--- src/sv/ultrasonic_ranging_change_detector_macros.svh ---
// Assertion macros shared by the ranging block modules
`ifndef ULTRASONIC_RANGING_CHANGE_DETECTOR_MACROS_SVH
`define ULTRASONIC_RANGING_CHANGE_DETECTOR_MACROS_SVH

// same-cycle implication, checked out of reset
`define URCD_ASSERT_NOW(label, ante, cons, msg) \
  label: assert property (@(posedge clk) disable iff (!rst_n) (ante) |-> (cons)) \
    else $error(msg);

// next-cycle implication, checked out of reset
`define URCD_ASSERT_NEXT(label, ante, cons, msg) \
  label: assert property (@(posedge clk) disable iff (!rst_n) (ante) |=> (cons)) \
    else $error(msg);

`endif

--- src/sv/urcd_pkg.sv ---
// Types and constants for the ultrasonic ranging change detector
`default_nettype none
package urcd_pkg;

  localparam int unsigned CFG_IDX_W  = 3;
  localparam int unsigned CFG_DATA_W = 22;
  localparam int unsigned DIST_W     = 15;
  localparam int unsigned TICK_W     = 22;
  localparam int unsigned WIDTH_W    = 20;
  localparam int unsigned PROD_W     = 29;

  // mm-free scale: one microsecond of echo width gives 281/1024 of 1/16 cm
  localparam logic [PROD_W-1:0] DIST_SCALE = 29'd281;
  localparam logic [DIST_W-1:0] DIST_MAX   = 15'd32767;

  localparam logic [CFG_IDX_W-1:0] CFG_ENABLE    = 3'd0;
  localparam logic [CFG_IDX_W-1:0] CFG_SETTLE    = 3'd1;
  localparam logic [CFG_IDX_W-1:0] CFG_TRIGGER   = 3'd2;
  localparam logic [CFG_IDX_W-1:0] CFG_TIMEOUT   = 3'd3;
  localparam logic [CFG_IDX_W-1:0] CFG_INTERVAL  = 3'd4;
  localparam logic [CFG_IDX_W-1:0] CFG_THRESHOLD = 3'd5;

  localparam logic [1:0] ST_FIRST   = 2'd0;
  localparam logic [1:0] ST_NORMAL  = 2'd1;
  localparam logic [1:0] ST_ANOMALY = 2'd2;
  localparam logic [1:0] ST_TIMEOUT = 2'd3;

  typedef enum logic [2:0] {
    PH_IDLE    = 3'd0,
    PH_SETTLE  = 3'd1,
    PH_TRIG    = 3'd2,
    PH_WAIT    = 3'd3,
    PH_MEASURE = 3'd4,
    PH_GAP     = 3'd5
  } phase_t;

  typedef struct packed {
    logic              trigger_level;
    logic              done_res;
    logic [DIST_W-1:0] distance;
    logic [1:0]        status;
    logic              anomaly;
  } result_t;

endpackage
`default_nettype wire

--- src/sv/ultrasonic_ranging_change_detector.sv ---
// The sequencer updates all state and the output buffer registers the result of
// each accepted tick item; one tick item per cycle is taken while in_stall is low.
// A two-entry output buffer keeps taking ticks under output stall until both fill.
// in_stall rises only while both buffer entries hold results.
// Synchronous active-low reset idles the sequencer, config registers at their defaults.
`default_nettype none
module ultrasonic_ranging_change_detector
  import urcd_pkg::*;
(
  input  wire logic                  clk,
  input  wire logic                  rst_n,
  input  wire logic                  cfg_wr_en,
  input  wire logic [CFG_IDX_W-1:0]  cfg_index,
  input  wire logic [CFG_DATA_W-1:0] cfg_data,
  input  wire logic                  in_valid,
  output logic                       in_stall,
  input  wire logic                  in_echo_level,
  output logic                       out_valid,
  input  wire logic                  out_stall,
  output logic                       out_trigger_level,
  output logic                       out_done_res,
  output logic [DIST_W-1:0]          out_distance,
  output logic [1:0]                 out_status,
  output logic                       out_anomaly
);

  logic    accept;
  logic    buf_full;
  result_t step_res;
  result_t out_res;

  assign in_stall = buf_full;
  assign accept   = in_valid && !buf_full;

  urcd_core u_core (
    .clk        (clk),
    .rst_n      (rst_n),
    .cfg_wr_en  (cfg_wr_en),
    .cfg_index  (cfg_index),
    .cfg_data   (cfg_data),
    .step       (accept),
    .echo_level (in_echo_level),
    .res        (step_res)
  );

  urcd_skid u_skid (
    .clk       (clk),
    .rst_n     (rst_n),
    .push      (accept),
    .push_data (step_res),
    .full      (buf_full),
    .out_valid (out_valid),
    .out_stall (out_stall),
    .out_data  (out_res)
  );

  assign out_trigger_level = out_res.trigger_level;
  assign out_done_res      = out_res.done_res;
  assign out_distance      = out_res.distance;
  assign out_status        = out_res.status;
  assign out_anomaly       = out_res.anomaly;

endmodule
`default_nettype wire

--- src/sv/urcd_core.sv ---
// Ranging sequencer: configuration, phase control, timing and change detection
`default_nettype none
`include "ultrasonic_ranging_change_detector_macros.svh"
module urcd_core
  import urcd_pkg::*;
(
  input  wire logic                  clk,
  input  wire logic                  rst_n,
  input  wire logic                  cfg_wr_en,
  input  wire logic [CFG_IDX_W-1:0]  cfg_index,
  input  wire logic [CFG_DATA_W-1:0] cfg_data,
  input  wire logic                  step,
  input  wire logic                  echo_level,
  output result_t                    res
);

  logic                  enable_r;
  logic [7:0]            settle_ticks_r;
  logic [7:0]            trigger_ticks_r;
  logic [WIDTH_W-1:0]    timeout_ticks_r;
  logic [TICK_W-1:0]     interval_ticks_r;
  logic [DIST_W-1:0]     threshold_r;

  phase_t                phase_r, phase_nxt;
  logic [TICK_W-1:0]     tick_count_r, tick_count_nxt;
  logic [WIDTH_W-1:0]    pulse_width_r, pulse_width_nxt;
  logic [PROD_W-1:0]     prod_r, prod_nxt;
  logic [DIST_W-1:0]     ref_dist_r, ref_dist_nxt;
  logic                  ref_valid_r, ref_valid_nxt;
  logic                  anomaly_r, anomaly_nxt;

  logic [TICK_W-1:0]     tick_inc;
  logic [DIST_W-1:0]     dist_now;
  logic [DIST_W-1:0]     diff;
  logic                  over;
  phase_t                start_phase;
  phase_t                gap_phase;

  always_ff @(posedge clk) begin
    if (!rst_n) begin
      enable_r         <= 1'b0;
      settle_ticks_r   <= 8'd2;
      trigger_ticks_r  <= 8'd10;
      timeout_ticks_r  <= 20'd100000;
      interval_ticks_r <= 22'd2000000;
      threshold_r      <= 15'd160;
    end else if (cfg_wr_en) begin
      unique case (cfg_index)
        CFG_ENABLE:    enable_r         <= cfg_data[0];
        CFG_SETTLE:    settle_ticks_r   <= cfg_data[7:0];
        CFG_TRIGGER:   trigger_ticks_r  <= cfg_data[7:0];
        CFG_TIMEOUT:   timeout_ticks_r  <= cfg_data[WIDTH_W-1:0];
        CFG_INTERVAL:  interval_ticks_r <= cfg_data[TICK_W-1:0];
        CFG_THRESHOLD: threshold_r      <= cfg_data[DIST_W-1:0];
        default: ;
      endcase
    end
  end

  assign tick_inc = tick_count_r + 1'b1;

  // prod_r tracks pulse_width * 281, so the distance is a slice and clamp
  assign dist_now = (prod_r[PROD_W-1:DIST_W+10] != '0) ? DIST_MAX : prod_r[DIST_W+9:10];
  assign diff     = (dist_now > ref_dist_r) ? dist_now - ref_dist_r : ref_dist_r - dist_now;
  assign over     = diff > threshold_r;

  assign start_phase = !enable_r ? PH_IDLE : (settle_ticks_r == 8'd0) ? PH_TRIG : PH_SETTLE;
  assign gap_phase   = (interval_ticks_r == '0) ? start_phase : PH_GAP;

  // next state
  always_comb begin
    phase_nxt       = phase_r;
    tick_count_nxt  = tick_count_r;
    pulse_width_nxt = pulse_width_r;
    prod_nxt        = prod_r;
    ref_dist_nxt    = ref_dist_r;
    ref_valid_nxt   = ref_valid_r;
    anomaly_nxt     = anomaly_r;
    unique case (phase_r)
      PH_IDLE: begin
        if (enable_r) begin
          phase_nxt      = start_phase;
          tick_count_nxt = '0;
        end
      end
      PH_SETTLE: begin
        tick_count_nxt = tick_inc;
        if (tick_inc >= TICK_W'(settle_ticks_r)) begin
          phase_nxt      = PH_TRIG;
          tick_count_nxt = '0;
        end
      end
      PH_TRIG: begin
        tick_count_nxt = tick_inc;
        if (tick_inc >= TICK_W'(trigger_ticks_r)) begin
          phase_nxt      = PH_WAIT;
          tick_count_nxt = '0;
        end
      end
      PH_WAIT: begin
        if (echo_level) begin
          phase_nxt       = PH_MEASURE;
          pulse_width_nxt = WIDTH_W'(1);
          prod_nxt        = DIST_SCALE;
          tick_count_nxt  = '0;
        end else begin
          tick_count_nxt = tick_inc;
          if (tick_inc > TICK_W'(timeout_ticks_r)) begin
            phase_nxt       = gap_phase;
            tick_count_nxt  = '0;
            pulse_width_nxt = '0;
            prod_nxt        = '0;
          end
        end
      end
      PH_MEASURE: begin
        if (echo_level) begin
          if (pulse_width_r >= timeout_ticks_r) begin
            phase_nxt       = gap_phase;
            tick_count_nxt  = '0;
            pulse_width_nxt = '0;
            prod_nxt        = '0;
          end else begin
            pulse_width_nxt = pulse_width_r + 1'b1;
            prod_nxt        = prod_r + DIST_SCALE;
          end
        end else begin
          if (ref_valid_r) begin
            anomaly_nxt = over;
          end
          ref_valid_nxt   = 1'b1;
          ref_dist_nxt    = dist_now;
          phase_nxt       = gap_phase;
          tick_count_nxt  = '0;
          pulse_width_nxt = '0;
          prod_nxt        = '0;
        end
      end
      PH_GAP: begin
        tick_count_nxt = tick_inc;
        if (tick_inc >= interval_ticks_r) begin
          phase_nxt      = start_phase;
          tick_count_nxt = '0;
        end
      end
      default: begin
        phase_nxt      = PH_IDLE;
        tick_count_nxt = '0;
      end
    endcase
  end

  // result for this tick
  always_comb begin
    res               = '0;
    res.anomaly       = anomaly_nxt;
    unique case (phase_r)
      PH_TRIG: res.trigger_level = 1'b1;
      PH_WAIT: begin
        if (!echo_level && tick_inc > TICK_W'(timeout_ticks_r)) begin
          res.done_res = 1'b1;
          res.status   = ST_TIMEOUT;
        end
      end
      PH_MEASURE: begin
        if (echo_level) begin
          if (pulse_width_r >= timeout_ticks_r) begin
            res.done_res = 1'b1;
            res.status   = ST_TIMEOUT;
          end
        end else begin
          res.done_res = 1'b1;
          res.distance = dist_now;
          res.status   = !ref_valid_r ? ST_FIRST : (over ? ST_ANOMALY : ST_NORMAL);
        end
      end
      default: ;
    endcase
  end

  always_ff @(posedge clk) begin
    if (!rst_n) begin
      phase_r       <= PH_IDLE;
      tick_count_r  <= '0;
      pulse_width_r <= '0;
      prod_r        <= '0;
      ref_dist_r    <= '0;
      ref_valid_r   <= 1'b0;
      anomaly_r     <= 1'b0;
    end else if (step) begin
      phase_r       <= phase_nxt;
      tick_count_r  <= tick_count_nxt;
      pulse_width_r <= pulse_width_nxt;
      prod_r        <= prod_nxt;
      ref_dist_r    <= ref_dist_nxt;
      ref_valid_r   <= ref_valid_nxt;
      anomaly_r     <= anomaly_nxt;
    end
  end

  `URCD_ASSERT_NEXT(a_ref_valid_sticks, ref_valid_r, ref_valid_r, "reference valid dropped")
  `URCD_ASSERT_NOW(a_prod_tracks_width, phase_r == PH_MEASURE, prod_r == PROD_W'(pulse_width_r) * DIST_SCALE, "product out of step with pulse width")
  `URCD_ASSERT_NOW(a_anomaly_needs_ref, anomaly_r, ref_valid_r, "anomaly flag without reference")

endmodule
`default_nettype wire

--- src/sv/urcd_skid.sv ---
// Two-entry result buffer: output register plus skid register
`default_nettype none
`include "ultrasonic_ranging_change_detector_macros.svh"
module urcd_skid
  import urcd_pkg::*;
(
  input  wire logic    clk,
  input  wire logic    rst_n,
  input  wire logic    push,
  input  wire result_t push_data,
  output logic         full,
  output logic         out_valid,
  input  wire logic    out_stall,
  output result_t      out_data
);

  logic    out_valid_r;
  logic    skid_valid_r;
  result_t main_r;
  result_t skid_r;
  logic    out_fire;

  assign out_fire = out_valid_r && !out_stall;

  always_ff @(posedge clk) begin
    if (!rst_n) begin
      out_valid_r  <= 1'b0;
      skid_valid_r <= 1'b0;
    end else if (skid_valid_r) begin
      if (out_fire) begin
        skid_valid_r <= 1'b0;
      end
    end else if (push) begin
      if (out_valid_r && !out_fire) begin
        skid_valid_r <= 1'b1;
      end else begin
        out_valid_r <= 1'b1;
      end
    end else if (out_fire) begin
      out_valid_r <= 1'b0;
    end
  end

  always_ff @(posedge clk) begin
    if (skid_valid_r) begin
      if (out_fire) begin
        main_r <= skid_r;
      end
    end else if (push) begin
      if (out_valid_r && !out_fire) begin
        skid_r <= push_data;
      end else begin
        main_r <= push_data;
      end
    end
  end

  assign full      = skid_valid_r;
  assign out_valid = out_valid_r;
  assign out_data  = main_r;

  `URCD_ASSERT_NOW(a_skid_behind_main, skid_valid_r, out_valid_r, "skid entry with empty output")
  `URCD_ASSERT_NEXT(a_skid_holds, skid_valid_r && out_stall, skid_valid_r && $stable(skid_r), "skid entry lost while stalled")
  `URCD_ASSERT_NEXT(a_push_lands, push && !skid_valid_r, out_valid_r, "pushed item not held")

endmodule
`default_nettype wire
--- config.mk ---
export PLATFORM = sky130hd
export DESIGN_NAME = ultrasonic_ranging_change_detector
export DESIGN_NICKNAME = d
export VERILOG_FILES = /design/src/sv/urcd_pkg.sv /design/src/sv/ultrasonic_ranging_change_detector.sv /design/src/sv/urcd_core.sv /design/src/sv/urcd_skid.sv
export VERILOG_INCLUDE_DIRS = /design/src /design/src/sv
export SDC_FILE = /design/constraint.sdc
export NUM_CORES = 1
export LEC_CHECK = 0
export BUFFER_PORTS_ARGS = -buffer_cell sky130_fd_sc_hd__buf_2
export CORE_UTILIZATION = 40
export DETAILED_ROUTE_END_ITERATION = 16
export PLACE_DENSITY_LB_ADDON = 0.2
export SKIP_LAST_GASP = 1
export SLEW_MARGIN = 20
export SYNTH_ARGS = -nofsm -noshare
export SYNTH_HDL_FRONTEND = slang
export SYNTH_SLANG_ARGS = --single-unit
--- constraint.sdc ---
create_clock -name clk -period 14.27 [get_ports clk]
set_input_delay 0.7135 -clock clk [delete_from_list [all_inputs] [get_ports clk]]
set_output_delay 0.7135 -clock clk [all_outputs]
set_load 0.03 [all_outputs]
==> Implementation_results.wiki <==
{| class="wikitable"
! Metric !! Value
|-
| Combinational family with the most area after synthesis || compound AO/OA/AOI/OAI gates
|-
| Worst Hold Margin || 0.4129 ns
|-
| Top Ports || 53
|-
| Routed wire length || 37750 um
|-
| Arr. time, crit path || 6.71 ns
|-
| CTS Buf Count || 25
|-
| Post-Place Worst Slack || 7.908 ns
|-
| Initial standard-cell utilization of the core || 40.83%
|-
| Drt initial violations || 744
|-
| DR WL/cell || 19.02 um
|-
| Via count of the first global-routing pass || 10700
|-
| Shortest clock period the worst path allows after layout || 6.412 ns
|-
| Top library cells by usage in the layout, fill and taps aside || 220 x nand2_1, 167 x dfxtp_1, 144 x a21oi_1
|-
| Unrepaired setup endpoints after global routing || no
|-
| Final non-filler cell total || 1985
|-
| Post-Synth XOR/XNOR Area || 3.187%
|-
| Largest net degree at the start of global routing || 70
|-
| Path type of the worst setup path || reg -> reg
|-
| Sum of negative setup slack || 0 ns
|-
| CTS tree || built
|-
| Number of maximum-capacitance violations || 0
|-
| Cell type group with the largest total delay on the critical path || simple AND/OR/NAND/NOR gates
|-
| Required arrival time at the worst endpoint || 14.57 ns
|-
| Post-CTS setup repair buffer count || 0
|-
| Adder and majority cell fraction of the synthesized area || 12.26%
|-
| Antenna-violating nets left || 0
|-
| Post-synthesis sequential element count || 207
|-
| Final GP Congestion || 0.8931
|-
| Max-slew violations || 0
|-
| Skew-Pair Late Insertion Delay || 0.54 ns
|-
| Number of placement rows || 65
|-
| Pwr/cell area || 104.6 nW/um^2
|-
| Count of distinct cell types in the synthesized netlist || 87
|-
| Vias || 11320
|-
| Synthesized Nets || 1715
|-
| Post-cts hold buffer count || 0
|-
| H-tree Lvls || 1
|-
| Placeable Area || 31640 um^2
|-
| Sequential-to-total area share from yosys stat || 35.18%
|-
| Power after layout || 1.493 mW
|-
| Setup-failing EPs final || 0
|-
| Most common cell after layout, fill and taps aside || nand2_1
|-
| Largest clock skew in the final design || 0.009591 ns
|-
| Global router's overall resource usage || 22.83%
|-
| Post-Syn Area per Cell || 8.290 um^2
|-
| Cell-by-cell listing of the critical path || or4_1 > nor2_1 > inv_1 > ha_1 > and3_1 > and3_1 > o211ai_1 > and3b_1 > a2111oi_2 > or2_2 > mux2_2 > xor2_1 > ha_1 > a21o_1 > a21oi_1 > o21ai_0 > a21oi_1 > o221ai_1 > o31ai_1 > o21ai_0 > mux2_2
|-
| Critical path endpoint category || flip-flop
|-
| Post-synthesis mux area share || 1.114%
|-
| Crit Path Max Fanout || 16
|-
| Full die area || 33010 um^2
|-
| Number of nets at the end of the flow || 1724
|-
| Port-buffer cells || 52
|-
| DR DRC count || 0
|-
| Synthesis-to-finish area growth || 10.50%
|-
| Synth Instances || 1558
|-
| Compound-gate portion of the synthesized area || 21.16%
|-
| Number of synthesized flops with an enable pin || 40
|-
| Async set or reset register ratio after synthesis || 0%
|-
| F_max || 0.1560 GHz
|-
| Clock Sinks || 207
|-
| Number of cells upsized or downsized after cts || 0
|-
| Netlist area before placement || 12920 um^2
|-
| Worst-case clock buffer depth || 3
|-
| Clock transition at the registers of the reported paths || 0.06 ns
|-
| Sum of overflow across all layers after global routing || 0
|-
| Utilization after layout || 45.11%
|-
| Most common flop cell mapped by yosys || dfxtp_1
|-
| Cell at the root of the clock tree || clkbuf_16
|-
| Slowest cell on the critical path || or4_1
|-
| Run status || completed
|-
| Min setup slack post-route || 7.858 ns
|-
| CP Launch Type || flip-flop
|-
| Detailed-routing iteration count for the pre-antenna-repair pass || 6
|-
| Cell Count Post-Placement || 1942
|-
| Yosys warns || 0
|-
| Detailed placement HPWL || 27740 um
|-
| Count of inserted antenna diode cells || 0
|-
| Static Leak || 5.593 nW
|-
| Type of the most critical hold path || in -> reg
|-
| Post-route cell area || 14270 um^2
|-
| Fraction of final layout cells sized beyond drive strength 1 || 9.033%
|-
| Final hold violation count || 0
|-
| Dpl cell area || 13440 um^2
|-
| Worst path buffer plus inverter count || 1
|-
| Via/cell ratio || 5.704
|-
| Antenna violations before repair || 0
|-
| Peak supply drop || 0.08139 mV
|-
| Chip Height || 181.7 um
|-
| Slew at the pin closest to its max-slew limit || 1.084 ns
|-
| Delay contributed by the slowest stage of the critical path || 0.88 ns
|-
| Crit share post-route || 44.93%
|-
| Global-route wire length before repair || 59150 um
|-
| Synth Area in Simple Gates || 20.56%
|-
| Remaining max-slew budget at the tightest pin || 27.15%
|-
| DIE WIDTH || 181.7 um
|}
## tightest hold or removal path, delay by kind of cell
kind            cells  cell delay, ns
buf+inv             1            0.09
simple gates        1            0.05
compound gates      1            0.05
## final cells by class
class / count / area (um^2)
Clock buffer: 31 / 668.1
Clock inverter: 12 / 155.1
Fill cell: 3094 / 17360
Inverter: 128 / 480.5
Multi-Input combinational cell: 1138 / 7548
Sequential cell: 207 / 4544
Tap cell: 402 / 503.0
Timing Repair Buffer: 67 / 372.9
## cells in the mapped netlist, drive strengths merged (23+ instances only)
cell type / count / area [um^2]
a21oi: 146 / 734.5
dfxtp: 167 / 3343
a211oi: 31 / 242.7
buf: 25 / 136.4
nand3: 45 / 225.2
nand2: 220 / 825.8
clkbuf: 60 / 227.7
edfxtp: 40 / 1201
ha: 125 / 1564
xnor2: 31 / 271.5
a21o: 33 / 255.2
nor2: 112 / 430.4
o21ai: 33 / 165.2
o31ai: 38 / 299.0
or4: 23 / 172.7
inv: 128 / 480.5
nand4: 38 / 259.0
## final timing paths
kind | slack [ns] | start | depth (start not counted) | end
max | 7.86 | u_core.prod_r[25] | 21 | u_skid.out_data[0]
min | 0.41 | cfg_data[21] | 3 | u_core.interval_ticks_r[21]
max reg2reg | 7.86 | u_core.prod_r[25] | 21 | u_skid.out_data[0]
min reg2reg | 0.45 | u_core.timeout_ticks_r[2] | 2 | u_core.timeout_ticks_r[2]
## flip-flops by register name, indices dropped and copies added (netlist names), 3 cells and up
register                 flops
u_core.tick_count_r         22
u_core.prod_r               29
u_skid.out_data             20
u_core.trigger_ticks_r       8
u_core.timeout_ticks_r      20
u_core.interval_ticks_r     22
u_core.settle_ticks_r        8
u_core.pulse_width_r        20
u_skid.skid_r               20
u_core.phase_r               3
u_core.ref_dist_r           15
u_core.threshold_r          15
## cell families after synthesis
group	count (synthesis)
DFF	207
xor gates and xnor gates	47
adders and majority gates	126
buffers and inverters	213
AOI/OAI and AO/OA	401
muxes	14
and+or+nand+nor	550
## layer usage
| metal | global-route usage, % | routed length, um | vias to the layer above |
|---|---|---|---|
| met2 | 39.05 | 17790 | 265 |
| li1 | - | - | 5623 |
| met5 | 0 | 0 | - |
| met1 | 30.14 | 17330 | 5376 |
| met3 | 2.587 | 1694 | 59 |
| met4 | 6.746 | 942 | 0 |
## power breakdown
part | internal, mW | switching, mW
registers | 0.610 | 0.00913
logic | 0.0800 | 0.147
clock network | 0.387 | 0.260
total | 1.08 | 0.416
(Power assumes the default switching activity.)
